==> src/rtl/core/sst_pkg.sv <==
// ============================================================================
// sst_pkg
// Shared types, codes and the control store of the session token table.
// ============================================================================
package sst_pkg;

  // Default table depth and register reset
  localparam int unsigned SLOTS_DEF   = 6;
  localparam int unsigned TTL_W       = 48;
  localparam int unsigned TIME_W      = 62;
  localparam int unsigned TOKEN_W     = 64;
  localparam logic [TTL_W-1:0] TTL_RESET = 48'd604800000000;  // seven days in us

  // Request function codes
  localparam logic [1:0] FUNC_CREATE = 2'd0;
  localparam logic [1:0] FUNC_CHECK  = 2'd1;
  localparam logic [1:0] FUNC_KILL   = 2'd2;
  localparam logic [1:0] FUNC_CLEAR  = 2'd3;

  // Program counter addresses
  localparam int unsigned PC_W = 3;
  localparam logic [PC_W-1:0] PC_IDLE      = 3'd0;
  localparam logic [PC_W-1:0] PC_CRT_SCAN  = 3'd1;
  localparam logic [PC_W-1:0] PC_CRT_WRITE = 3'd2;
  localparam logic [PC_W-1:0] PC_CHK_SCAN  = 3'd3;
  localparam logic [PC_W-1:0] PC_CHK_DONE  = 3'd4;
  localparam logic [PC_W-1:0] PC_KILL_SCAN = 3'd5;
  localparam logic [PC_W-1:0] PC_EMIT_CNT  = 3'd6;
  localparam logic [PC_W-1:0] PC_CLR_SCAN  = 3'd7;

  // Datapath actions
  localparam logic [2:0] ACT_IDLE      = 3'd0;
  localparam logic [2:0] ACT_CRT_SCAN  = 3'd1;
  localparam logic [2:0] ACT_CRT_WRITE = 3'd2;
  localparam logic [2:0] ACT_CHK_SCAN  = 3'd3;
  localparam logic [2:0] ACT_CHK_DONE  = 3'd4;
  localparam logic [2:0] ACT_KILL_SCAN = 3'd5;
  localparam logic [2:0] ACT_EMIT_CNT  = 3'd6;
  localparam logic [2:0] ACT_CLR_SCAN  = 3'd7;

  // Sequencing conditions
  localparam logic [1:0] COND_START = 2'd0;  // wait for start, then dispatch on func
  localparam logic [1:0] COND_SCAN  = 2'd1;  // step slots until hit or last slot
  localparam logic [1:0] COND_GOTO  = 2'd2;  // unconditional jump

  // One control word
  typedef struct packed {
    logic [2:0]      act;
    logic [1:0]      cond;
    logic [PC_W-1:0] target;
  } ucode_t;

  // Sequencer to datapath
  typedef struct packed {
    logic       accept;
    logic       idx_inc;
    logic [2:0] act;
  } ctrl_t;

  // Datapath to sequencer
  typedef struct packed {
    logic hit;
    logic last;
  } status_t;

  // Control store
  function automatic ucode_t ucode_rom(input logic [PC_W-1:0] pc);
    ucode_t w;
    unique case (pc)
      PC_IDLE:      w = '{act: ACT_IDLE,      cond: COND_START, target: PC_IDLE};
      PC_CRT_SCAN:  w = '{act: ACT_CRT_SCAN,  cond: COND_SCAN,  target: PC_CRT_WRITE};
      PC_CRT_WRITE: w = '{act: ACT_CRT_WRITE, cond: COND_GOTO,  target: PC_IDLE};
      PC_CHK_SCAN:  w = '{act: ACT_CHK_SCAN,  cond: COND_SCAN,  target: PC_CHK_DONE};
      PC_CHK_DONE:  w = '{act: ACT_CHK_DONE,  cond: COND_GOTO,  target: PC_IDLE};
      PC_KILL_SCAN: w = '{act: ACT_KILL_SCAN, cond: COND_SCAN,  target: PC_EMIT_CNT};
      PC_EMIT_CNT:  w = '{act: ACT_EMIT_CNT,  cond: COND_GOTO,  target: PC_IDLE};
      PC_CLR_SCAN:  w = '{act: ACT_CLR_SCAN,  cond: COND_SCAN,  target: PC_EMIT_CNT};
      default:      w = '{act: ACT_IDLE,      cond: COND_GOTO,  target: PC_IDLE};
    endcase
    return w;
  endfunction

  // Entry point of each request's routine
  function automatic logic [PC_W-1:0] func_entry(input logic [1:0] func);
    logic [PC_W-1:0] pc;
    unique case (func)
      FUNC_CREATE: pc = PC_CRT_SCAN;
      FUNC_CHECK:  pc = PC_CHK_SCAN;
      FUNC_KILL:   pc = PC_KILL_SCAN;
      FUNC_CLEAR:  pc = PC_CLR_SCAN;
      default:     pc = PC_IDLE;
    endcase
    return pc;
  endfunction

endpackage

==> src/rtl/core/sst_useq.sv <==
// ============================================================================
// sst_useq
// Microcode sequencer: program counter, control store lookup and jumps.
// ============================================================================
module sst_useq import sst_pkg::*; (
  input  logic       clk_i,
  input  logic       rst_ni,
  input  logic       start_i,
  input  logic [1:0] func_i,
  input  status_t    status_i,
  output ctrl_t      ctrl_o,
  output logic       busy_o
);

  logic [PC_W-1:0] pc_d, pc_q;
  ucode_t          uw;

  assign uw     = ucode_rom(pc_q);
  assign busy_o = (pc_q != PC_IDLE);

  // Decode the control word and pick the next step
  always_comb begin
    pc_d           = pc_q;
    ctrl_o.act     = uw.act;
    ctrl_o.accept  = 1'b0;
    ctrl_o.idx_inc = 1'b0;
    unique case (uw.cond)
      COND_START: begin
        if (start_i) begin
          ctrl_o.accept = 1'b1;
          pc_d          = func_entry(func_i);
        end
      end
      COND_SCAN: begin
        if (status_i.hit || status_i.last) begin
          pc_d = uw.target;
        end else begin
          ctrl_o.idx_inc = 1'b1;
        end
      end
      COND_GOTO: begin
        pc_d = uw.target;
      end
      default: begin
        pc_d = PC_IDLE;
      end
    endcase
  end

  always_ff @(posedge clk_i or negedge rst_ni) begin
    if (!rst_ni) begin
      pc_q <= PC_IDLE;
    end else begin
      pc_q <= pc_d;
    end
  end

endmodule

==> src/rtl/core/sst_dpath.sv <==
// ============================================================================
// sst_dpath
// Datapath: entry memory, valid bits, slot index, compare and result logic.
// ============================================================================
module sst_dpath import sst_pkg::*; #(
  parameter int unsigned Slots = SLOTS_DEF
) (
  input  logic               clk_i,
  input  logic               rst_ni,
  input  ctrl_t              ctrl_i,
  output status_t            status_o,
  input  logic               ttl_we_i,
  input  logic [TTL_W-1:0]   ttl_us_i,
  input  logic [TIME_W-1:0]  now_us_i,
  input  logic [TOKEN_W-1:0] token_hi_i,
  input  logic [TOKEN_W-1:0] token_lo_i,
  input  logic               token_given_i,
  output logic               done_o,
  output logic               granted_o,
  output logic [2:0]         slot_o,
  output logic [2:0]         removed_o
);

  localparam int unsigned IdxW   = (Slots > 1) ? $clog2(Slots) : 1;
  localparam int unsigned EntryW = 2 * TOKEN_W + TIME_W;

  // Entry memory: token high, token low, expiry
  logic [EntryW-1:0] mem [Slots];
  logic [EntryW-1:0] rd_q;
  logic              wr_en;

  logic [Slots-1:0]   valid_d, valid_q;
  logic [IdxW-1:0]    idx_d, idx_q;
  logic [IdxW-1:0]    pick_d, pick_q;
  logic [TIME_W-1:0]  oldest_d, oldest_q;
  logic               found_d, found_q;
  logic [2:0]         cnt_d, cnt_q;
  logic [TTL_W-1:0]   ttl_q;

  logic [TIME_W-1:0]  now_q;
  logic [TOKEN_W-1:0] hi_q, lo_q;
  logic               given_q;

  logic               done_d, done_q;
  logic               granted_d, granted_q;
  logic [2:0]         slot_d, slot_q;
  logic [2:0]         removed_d, removed_q;

  logic [TOKEN_W-1:0] rd_hi, rd_lo;
  logic [TIME_W-1:0]  rd_exp;
  logic               cur_valid, tok_eq, free, live;
  logic               scan_hit, scan_last;
  logic [TIME_W:0]    exp_sum;
  logic [TIME_W-1:0]  exp_sat;
  logic [IdxW+2:0]    pick_ext;

  assign rd_hi  = rd_q[EntryW-1 -: TOKEN_W];
  assign rd_lo  = rd_q[TIME_W +: TOKEN_W];
  assign rd_exp = rd_q[TIME_W-1:0];

  // Compare the current slot against the request
  assign cur_valid = valid_q[idx_q];
  assign tok_eq    = given_q && cur_valid && (rd_hi == hi_q) && (rd_lo == lo_q);
  assign free      = !cur_valid || (rd_exp < now_q);
  assign live      = rd_exp > now_q;

  // Saturate the new expiry at the top of the time range
  assign exp_sum = {1'b0, now_q} + {{(TIME_W + 1 - TTL_W){1'b0}}, ttl_q};
  assign exp_sat = exp_sum[TIME_W] ? {TIME_W{1'b1}} : exp_sum[TIME_W-1:0];

  // Slot number wraps to three bits
  assign pick_ext = {3'b000, pick_q};

  assign scan_last = (idx_q == IdxW'(Slots - 1));
  assign status_o  = '{hit: scan_hit, last: scan_last};
  assign wr_en     = (ctrl_i.act == ACT_CRT_WRITE);

  // Reset the scan index on transfer and advance it while scanning
  always_comb begin
    if (ctrl_i.accept) begin
      idx_d = '0;
    end else if (ctrl_i.idx_inc) begin
      idx_d = idx_q + 1'b1;
    end else begin
      idx_d = idx_q;
    end
  end

  // Execute the current action
  always_comb begin
    valid_d   = valid_q;
    pick_d    = pick_q;
    oldest_d  = oldest_q;
    found_d   = found_q;
    cnt_d     = cnt_q;
    done_d    = 1'b0;
    granted_d = granted_q;
    slot_d    = slot_q;
    removed_d = removed_q;
    scan_hit  = 1'b0;
    if (ctrl_i.accept) begin
      pick_d   = '0;
      oldest_d = {TIME_W{1'b1}};
      found_d  = 1'b0;
      cnt_d    = '0;
    end
    unique case (ctrl_i.act)
      ACT_IDLE: begin
      end
      ACT_CRT_SCAN: begin
        scan_hit = free;
        if (free) begin
          pick_d = idx_q;
        end else if (rd_exp < oldest_q) begin
          pick_d   = idx_q;
          oldest_d = rd_exp;
        end
      end
      ACT_CRT_WRITE: begin
        valid_d[pick_q] = 1'b1;
        done_d          = 1'b1;
        granted_d       = 1'b1;
        slot_d          = pick_ext[2:0];
        removed_d       = '0;
      end
      ACT_CHK_SCAN: begin
        scan_hit = tok_eq && live;
        if (tok_eq && live) begin
          found_d = 1'b1;
          pick_d  = idx_q;
        end
      end
      ACT_CHK_DONE: begin
        done_d    = 1'b1;
        granted_d = found_q;
        slot_d    = found_q ? pick_ext[2:0] : 3'b000;
        removed_d = '0;
      end
      ACT_KILL_SCAN: begin
        if (tok_eq) begin
          valid_d[idx_q] = 1'b0;
          cnt_d          = cnt_q + 3'd1;
        end
      end
      ACT_CLR_SCAN: begin
        if (cur_valid) begin
          valid_d[idx_q] = 1'b0;
          cnt_d          = cnt_q + 3'd1;
        end
      end
      ACT_EMIT_CNT: begin
        done_d    = 1'b1;
        granted_d = 1'b0;
        slot_d    = '0;
        removed_d = cnt_q;
      end
      default: begin
      end
    endcase
  end

  // Write the new entry and read the slot under scan
  always_ff @(posedge clk_i) begin
    if (wr_en) begin
      mem[pick_q] <= {hi_q, lo_q, exp_sat};
    end
    rd_q <= mem[idx_d];
  end

  // Capture the request operands on transfer
  always_ff @(posedge clk_i) begin
    if (ctrl_i.accept) begin
      now_q   <= now_us_i;
      hi_q    <= token_hi_i;
      lo_q    <= token_lo_i;
      given_q <= token_given_i;
    end
  end

  always_ff @(posedge clk_i or negedge rst_ni) begin
    if (!rst_ni) begin
      valid_q   <= '0;
      idx_q     <= '0;
      pick_q    <= '0;
      oldest_q  <= '0;
      found_q   <= 1'b0;
      cnt_q     <= '0;
      ttl_q     <= TTL_RESET;
      done_q    <= 1'b0;
      granted_q <= 1'b0;
      slot_q    <= '0;
      removed_q <= '0;
    end else begin
      valid_q   <= valid_d;
      idx_q     <= idx_d;
      pick_q    <= pick_d;
      oldest_q  <= oldest_d;
      found_q   <= found_d;
      cnt_q     <= cnt_d;
      done_q    <= done_d;
      granted_q <= granted_d;
      slot_q    <= slot_d;
      removed_q <= removed_d;
      if (ttl_we_i) begin
        ttl_q <= ttl_us_i;
      end
    end
  end

  assign done_o    = done_q;
  assign granted_o = granted_q;
  assign slot_o    = slot_q;
  assign removed_o = removed_q;

endmodule

==> src/rtl/core/session_token_table.sv <==
// ============================================================================
// session_token_table
// Table of session tokens with expiry: create, check, kill and clear all.
// ============================================================================
// Timing: after the transfer the routine scans k slots (1..Slots, one
// slot per cycle through the entry memory read port), then runs its final
// step; done_o is registered and rises in the cycle after that step.
// Requests: one at a time; a new transfer is taken only when idle.
// Reset: all entries invalid, ttl_us back to seven days; results cannot stall.
module session_token_table import sst_pkg::*; #(
  parameter int unsigned Slots = SLOTS_DEF
) (
  input  logic               clk_i,
  input  logic               rst_ni,
  input  logic               start_i,
  output logic               busy_o,
  input  logic [1:0]         func_i,
  input  logic [TIME_W-1:0]  now_us_i,
  input  logic [TOKEN_W-1:0] token_hi_i,
  input  logic [TOKEN_W-1:0] token_lo_i,
  input  logic               token_given_i,
  input  logic               ttl_we_i,
  input  logic [TTL_W-1:0]   ttl_us_i,
  output logic               done_o,
  output logic               granted_o,
  output logic [2:0]         slot_o,
  output logic [2:0]         removed_o
);

  ctrl_t   ctrl;
  status_t status;

  sst_useq u_useq (
    .clk_i    (clk_i),
    .rst_ni   (rst_ni),
    .start_i  (start_i),
    .func_i   (func_i),
    .status_i (status),
    .ctrl_o   (ctrl),
    .busy_o   (busy_o)
  );

  sst_dpath #(
    .Slots (Slots)
  ) u_dpath (
    .clk_i         (clk_i),
    .rst_ni        (rst_ni),
    .ctrl_i        (ctrl),
    .status_o      (status),
    .ttl_we_i      (ttl_we_i),
    .ttl_us_i      (ttl_us_i),
    .now_us_i      (now_us_i),
    .token_hi_i    (token_hi_i),
    .token_lo_i    (token_lo_i),
    .token_given_i (token_given_i),
    .done_o        (done_o),
    .granted_o     (granted_o),
    .slot_o        (slot_o),
    .removed_o     (removed_o)
  );

  // A result only follows a request in progress
  a_done_after_busy: assert property (@(posedge clk_i) disable iff (!rst_ni)
    done_o |-> $past(busy_o))
    else $error("result without a request in progress");

  // A transfer always starts a routine
  a_start_busy: assert property (@(posedge clk_i) disable iff (!rst_ni)
    (start_i && !busy_o) |=> busy_o)
    else $error("transfer did not start a routine");

  // Granted results never report removed entries
  a_grant_no_remove: assert property (@(posedge clk_i) disable iff (!rst_ni)
    (done_o && granted_o) |-> (removed_o == 3'd0))
    else $error("granted result with removed count");

endmodule
==> config.mk <==
export PLATFORM = sky130hd
export DESIGN_NAME = session_token_table
export DESIGN_NICKNAME = d
export VERILOG_FILES = /design/src/rtl/core/sst_pkg.sv /design/src/rtl/core/sst_useq.sv /design/src/rtl/core/sst_dpath.sv /design/src/rtl/core/session_token_table.sv
export SDC_FILE = /design/constraint.sdc
export NUM_CORES = 2
export LEC_CHECK = 0
export BUFFER_PORTS_ARGS = -buffer_cell sky130_fd_sc_hd__buf_2
export CORE_MARGIN = 3
export CORE_UTILIZATION = 55
export CTS_BUF_LIST = sky130_fd_sc_hd__clkbuf_4
export DETAILED_ROUTE_END_ITERATION = 10
export PLACE_DENSITY = 0.71
export SYNTH_ARGS = -nofsm -noshare
export SYNTH_HDL_FRONTEND = slang
export SYNTH_SLANG_ARGS = --single-unit
==> constraint.sdc <==
create_clock -name clk_i -period 17.5 [get_ports clk_i]
set_clock_uncertainty 0.1 [all_clocks]
set_input_delay 0.875 -clock clk_i [delete_from_list [all_inputs] [get_ports clk_i]]
set_output_delay 0.875 -clock clk_i [all_outputs]
set_load 0.01 [all_outputs]
==> parameters.txt <==
Parameter                              Value

Worst setup path
  Capturing instance or port of the critical path ... u_dpath.rd_q[154]
  Required time of the critical path ... ~18000 ps
  Launch point of the worst path ... u_dpath.lo_q[46]
  Setup slack on the worst flop-to-flop path ... 8680 ps
  FF-to-FF path depth ... 16
  R2R Path Start ... u_dpath.lo_q[46]
  Destination of the worst register-to-register timing path ... u_dpath.rd_q[154]
  Data arrival, critical path ... 9790 ps
  Worst setup path class ... reg2reg
  Category of the worst setup path capture point ... flip-flop
  Worst setup SP type ... flip-flop
  Maximum fanout count along the critical path ... 76

Global routing
  Number of global-route vias before repair ... about 43000
  Wire length of the first global-routing pass ... roughly 250000 um
  Residual overflow from global routing ... 0
  Largest net degree at the start of global routing ... between 150 and 200
  Overall Global Routing Usage ... 0.2583
  Antenna violations before repair ... 9
  Fraction of met3 tracks used by global routing ... 0.05461
  Met2 routing resource usage after global routing ... 0.4282
  GRT busiest layer ... met2
  Met1 Track Usage GR ... 0.3302

Power and ir drop
  Pwr/cell area ... 171.0 nW/um^2
  Standby leakage power ... between 0.02 and 0.03 uW
  Peak supply drop ... 0.1947 mV
  Total Power ... 13120 uW

Floorplanning
  Starting Density ... 0.5568
  Die Footprint ... roughly 120000 sq um
  IO Count ... around 250
  Vertical extent of the die ... 352.4 um
  Std-Cell Rows ... ~130
  CORE AREA ... ~120000 sq um
  Chip width ... around 350 um

Final layout
  Post-route insts no fill ... approximately 7400
  Proportion of layout cells with a drive suffix above 1 ... 0.1885
  Final-stage net count ... approximately 5900
  Layout area overhead ... 16.23%
  Post-route standard cell area excluding fillers ... approximately 77000 sq um
  Commonest non-fill, non-tap cell in the layout ... edfxtp_1
  Most used cells in the layout excluding fill and tap cells ... 1331 x edfxtp_1, 950 x nand2_1, 676 x clkbuf_4, 252 x buf_2, 244 x dlygate4sd3_1

Timing
  Min Tclk post-route ... 8823 ps
  Final worst-path cycle share ... 0.5041
  Final count of negative-setup-slack endpoints ... 0
  Relative slew slack ... 0.2712
  Number of pins with negative max-slew slack in the final report ... 0
  Actual slew at the worst max-slew pin ... 1093 ps
  Setup repair after global routing missed its margin ... false
  Post-route setup TNS ... 0 ps
  Peak clock frequency supported by timing ... roughly 110 MHz
  Final hold violation count ... 0

Route
  Wirelength, routed ... ~160000 um
  First-iteration detailed-routing DRC count ... 3752
  Wire per inst ... ~22 um
  Mean number of vias per cell ... approximately 5.7
  Post-route DRC ... 0
  DRT Pass-1 Iters ... 5
  Number of vias after detailed routing ... ~42000
  Post-route ant nets ... 0

Placement
  Port Buffers ... 253
  DP Wirelength ... just over 90000 um
  Total cell area at the placement stage ... roughly 69000 sq um
  Routability cong. ... 0.8695
  Inst Count DP ... approximately 6400

CTS
  Root Buffer ... clkbuf_4
  TritonCTS clock tree ... done
  CTS sink cnt ... around 1700
  Later-pin clock latency in the skew report ... approximately 1300 ps
  Clock slew seen by the registers of the worst setup and hold paths ... ~70 ps
  Number of buffers created by CTS ... around 420
  Max Buffers Root-to-Sink ... 4
  H-tree depth ... 5
  Number of post-CTS setup repair buffers ... 0

Job
  Reported max-cap violation count ... 0

Synthesis
  Count of synthesis-stage warnings from yosys ... 0
  Net count after synthesis ... between 5000 and 6000
  Asr flop ratio synth ... 0.08263
  Library cell occupying the most area in the post-synthesis netlist ... edfxtp_1
  Fraction of synthesized cell area taken by the top area cell type ... 0.6055
  Share of the yosys chip area belonging to registers ... 0.7153
  Primary flip-flop cell chosen by synthesis mapping ... edfxtp_1
  Gate count of the mapped netlist ... roughly 4700
  Mapped Avg Cell Area ... 14.07 sq um
  Post-Syn Area ... ~66000 sq um
  Synth cell types ... 78
  Count of flip-flops with a built-in enable after synthesis ... approximately 1300
  Largest cells by area after synthesis ... edfxtp_1 61%, dfxtp_1 5.8%, nand2_1 5.4%, dfrtp_1 4.7%, ha_1 3.4%
  FF+latch count, synth ... about 1700

Outcome
  Run status ... finished clean

Hold path
  Class of the most critical hold timing path ... in2reg
## power breakdown
| group | leakage [uW] | total (uW) | switching (uW) | internal [uW] |
|---|---|---|---|---|
| Sequential | 0.0152 | 5660 | 444 | 5220 |
| Combinational | 0.0114 | 4170 | 2630 | 1540 |
| Clock | 0.00332 | 3290 | 1510 | 1780 |
| Total | 0.0299 | 13100 | 4580 | 8540 |
## worst min-delay path by stage
stage / slack (ps) / startpoint / cells past startpoint / to
detailed placement: 370 / u_dpath.valid_q[4] / 1 / u_dpath.valid_q[4]
global route: 80 / token_hi_i[42] / 2 / u_dpath.hi_q[42]
floorplan: 340 / u_dpath.rd_q[0] / 2 / u_dpath.oldest_q[0]
global placement: 360 / u_dpath.valid_q[4] / 1 / u_dpath.valid_q[4]
CTS: 30 / token_given_i / 2 / u_dpath.given_q
finish: 190 / token_hi_i[35] / 2 / u_dpath.hi_q[35]
## cell type report
| type | count | area [sq um] |
|---|---|---|
| Clock buffer | 676 | 5075 |
| Inverter | 198 | 758.2 |
| Sequential cell | 1658 | 47220 |
| Timing Repair Buffer | 548 | 4160 |
| Multi-Input combinational cell | 2622 | 17060 |
| Tap cell | 1600 | 2002 |
| Fill cell | 8754 | 41830 |
| Clock inverter | 86 | 425.4 |
| Antenna cell | 11 | 27.53 |
## cells by family (layout without fill, tap and decap cells)
group	count (synthesis)	after routing	share of synthesized area
buffers and inverters	413	1508	0.02718
and+or+nand+nor	1286	1286	0.08179
muxes	251	251	0.03946
AOI/OAI and AO/OA	808	808	0.08931
DFF	1658	1658	0.7153
other	0	11	0
xor gates and xnor gates	99	99	0.01314
adders and majority gates	178	178	0.03385
## layer usage
layer / vias up / routed length, um
li1: 19310 / -
met1: 20640 / 66280
met2: 1627 / 78850
met3: 315 / 11360
met4: 0 / 5625
met5: - / 0
## per-stage QoR
step                hold WS [ps]    util  setup slack [ps]
CTS                        25.79  0.6470              8575
finish                     187.1  0.6472              8677
global placement           359.2  0.5798              8657
floorplan                  343.2       -              1506
detailed placement         369.0  0.5798              8574
global route               81.08  0.6472              8136
## flip-flops by register name (all words and copies together) (netlist names), 6 cells and up
| name | count |
|---|---|
| u_dpath.valid_q | 6 |
| u_dpath.hi_q | 64 |
| u_dpath.rd_q | 190 |
| u_dpath.mem | 1140 |
| u_dpath.now_q | 62 |
| u_dpath.lo_q | 64 |
| u_dpath.oldest_q | 62 |
| u_dpath.ttl_q | 48 |
## critical path, cell delays in order (launching register included)
cell and delay, ps:
edfxtp_1 500, xnor2_1 510, nand4_1 220, nor4_1 550, nand4_1 190, nor4_2 790, o2111ai_1 290, o21ai_2 520
mux2i_4 400, buf_4 830, buf_4 790, buf_4 810, buf_4 860, buf_4 630, mux2i_1 260, a32o_1 140
a31oi_1 50
## Yosys cell counts, types with 12 or more instances
| library cell | number |
|---|---|
| nand3_1 | 26 |
| a21oi_1 | 83 |
| nor2_1 | 102 |
| clkbuf_1 | 88 |
| a32o_1 | 193 |
| o22ai_1 | 19 |
| nand2b_1 | 45 |
| o21ai_0 | 121 |
| buf_6 | 13 |
| xor2_1 | 37 |
| buf_2 | 99 |
| nor2b_1 | 40 |
| nand4_1 | 47 |
| dfstp_2 | 13 |
| nor4_1 | 20 |
| o2111ai_1 | 12 |
| nor3_1 | 12 |
| nand2_1 | 950 |
| edfxtp_1 | 1331 |
| dfxtp_1 | 190 |
| a21o_1 | 70 |
| xnor2_1 | 62 |
| mux2i_1 | 195 |
| dfrtp_1 | 124 |
| mux2_2 | 50 |
| inv_1 | 196 |
| a31oi_1 | 199 |
| o21a_1 | 12 |
| ha_1 | 177 |
## repair_timing
| item | CTS | global route |
|---|---|---|
| endpoints found under the hold margin | 340 | 0 |
| hold buffers | 245 | 0 |
| resized for setup | 0 | 0 |
Power figures use the tool's default switching activity.
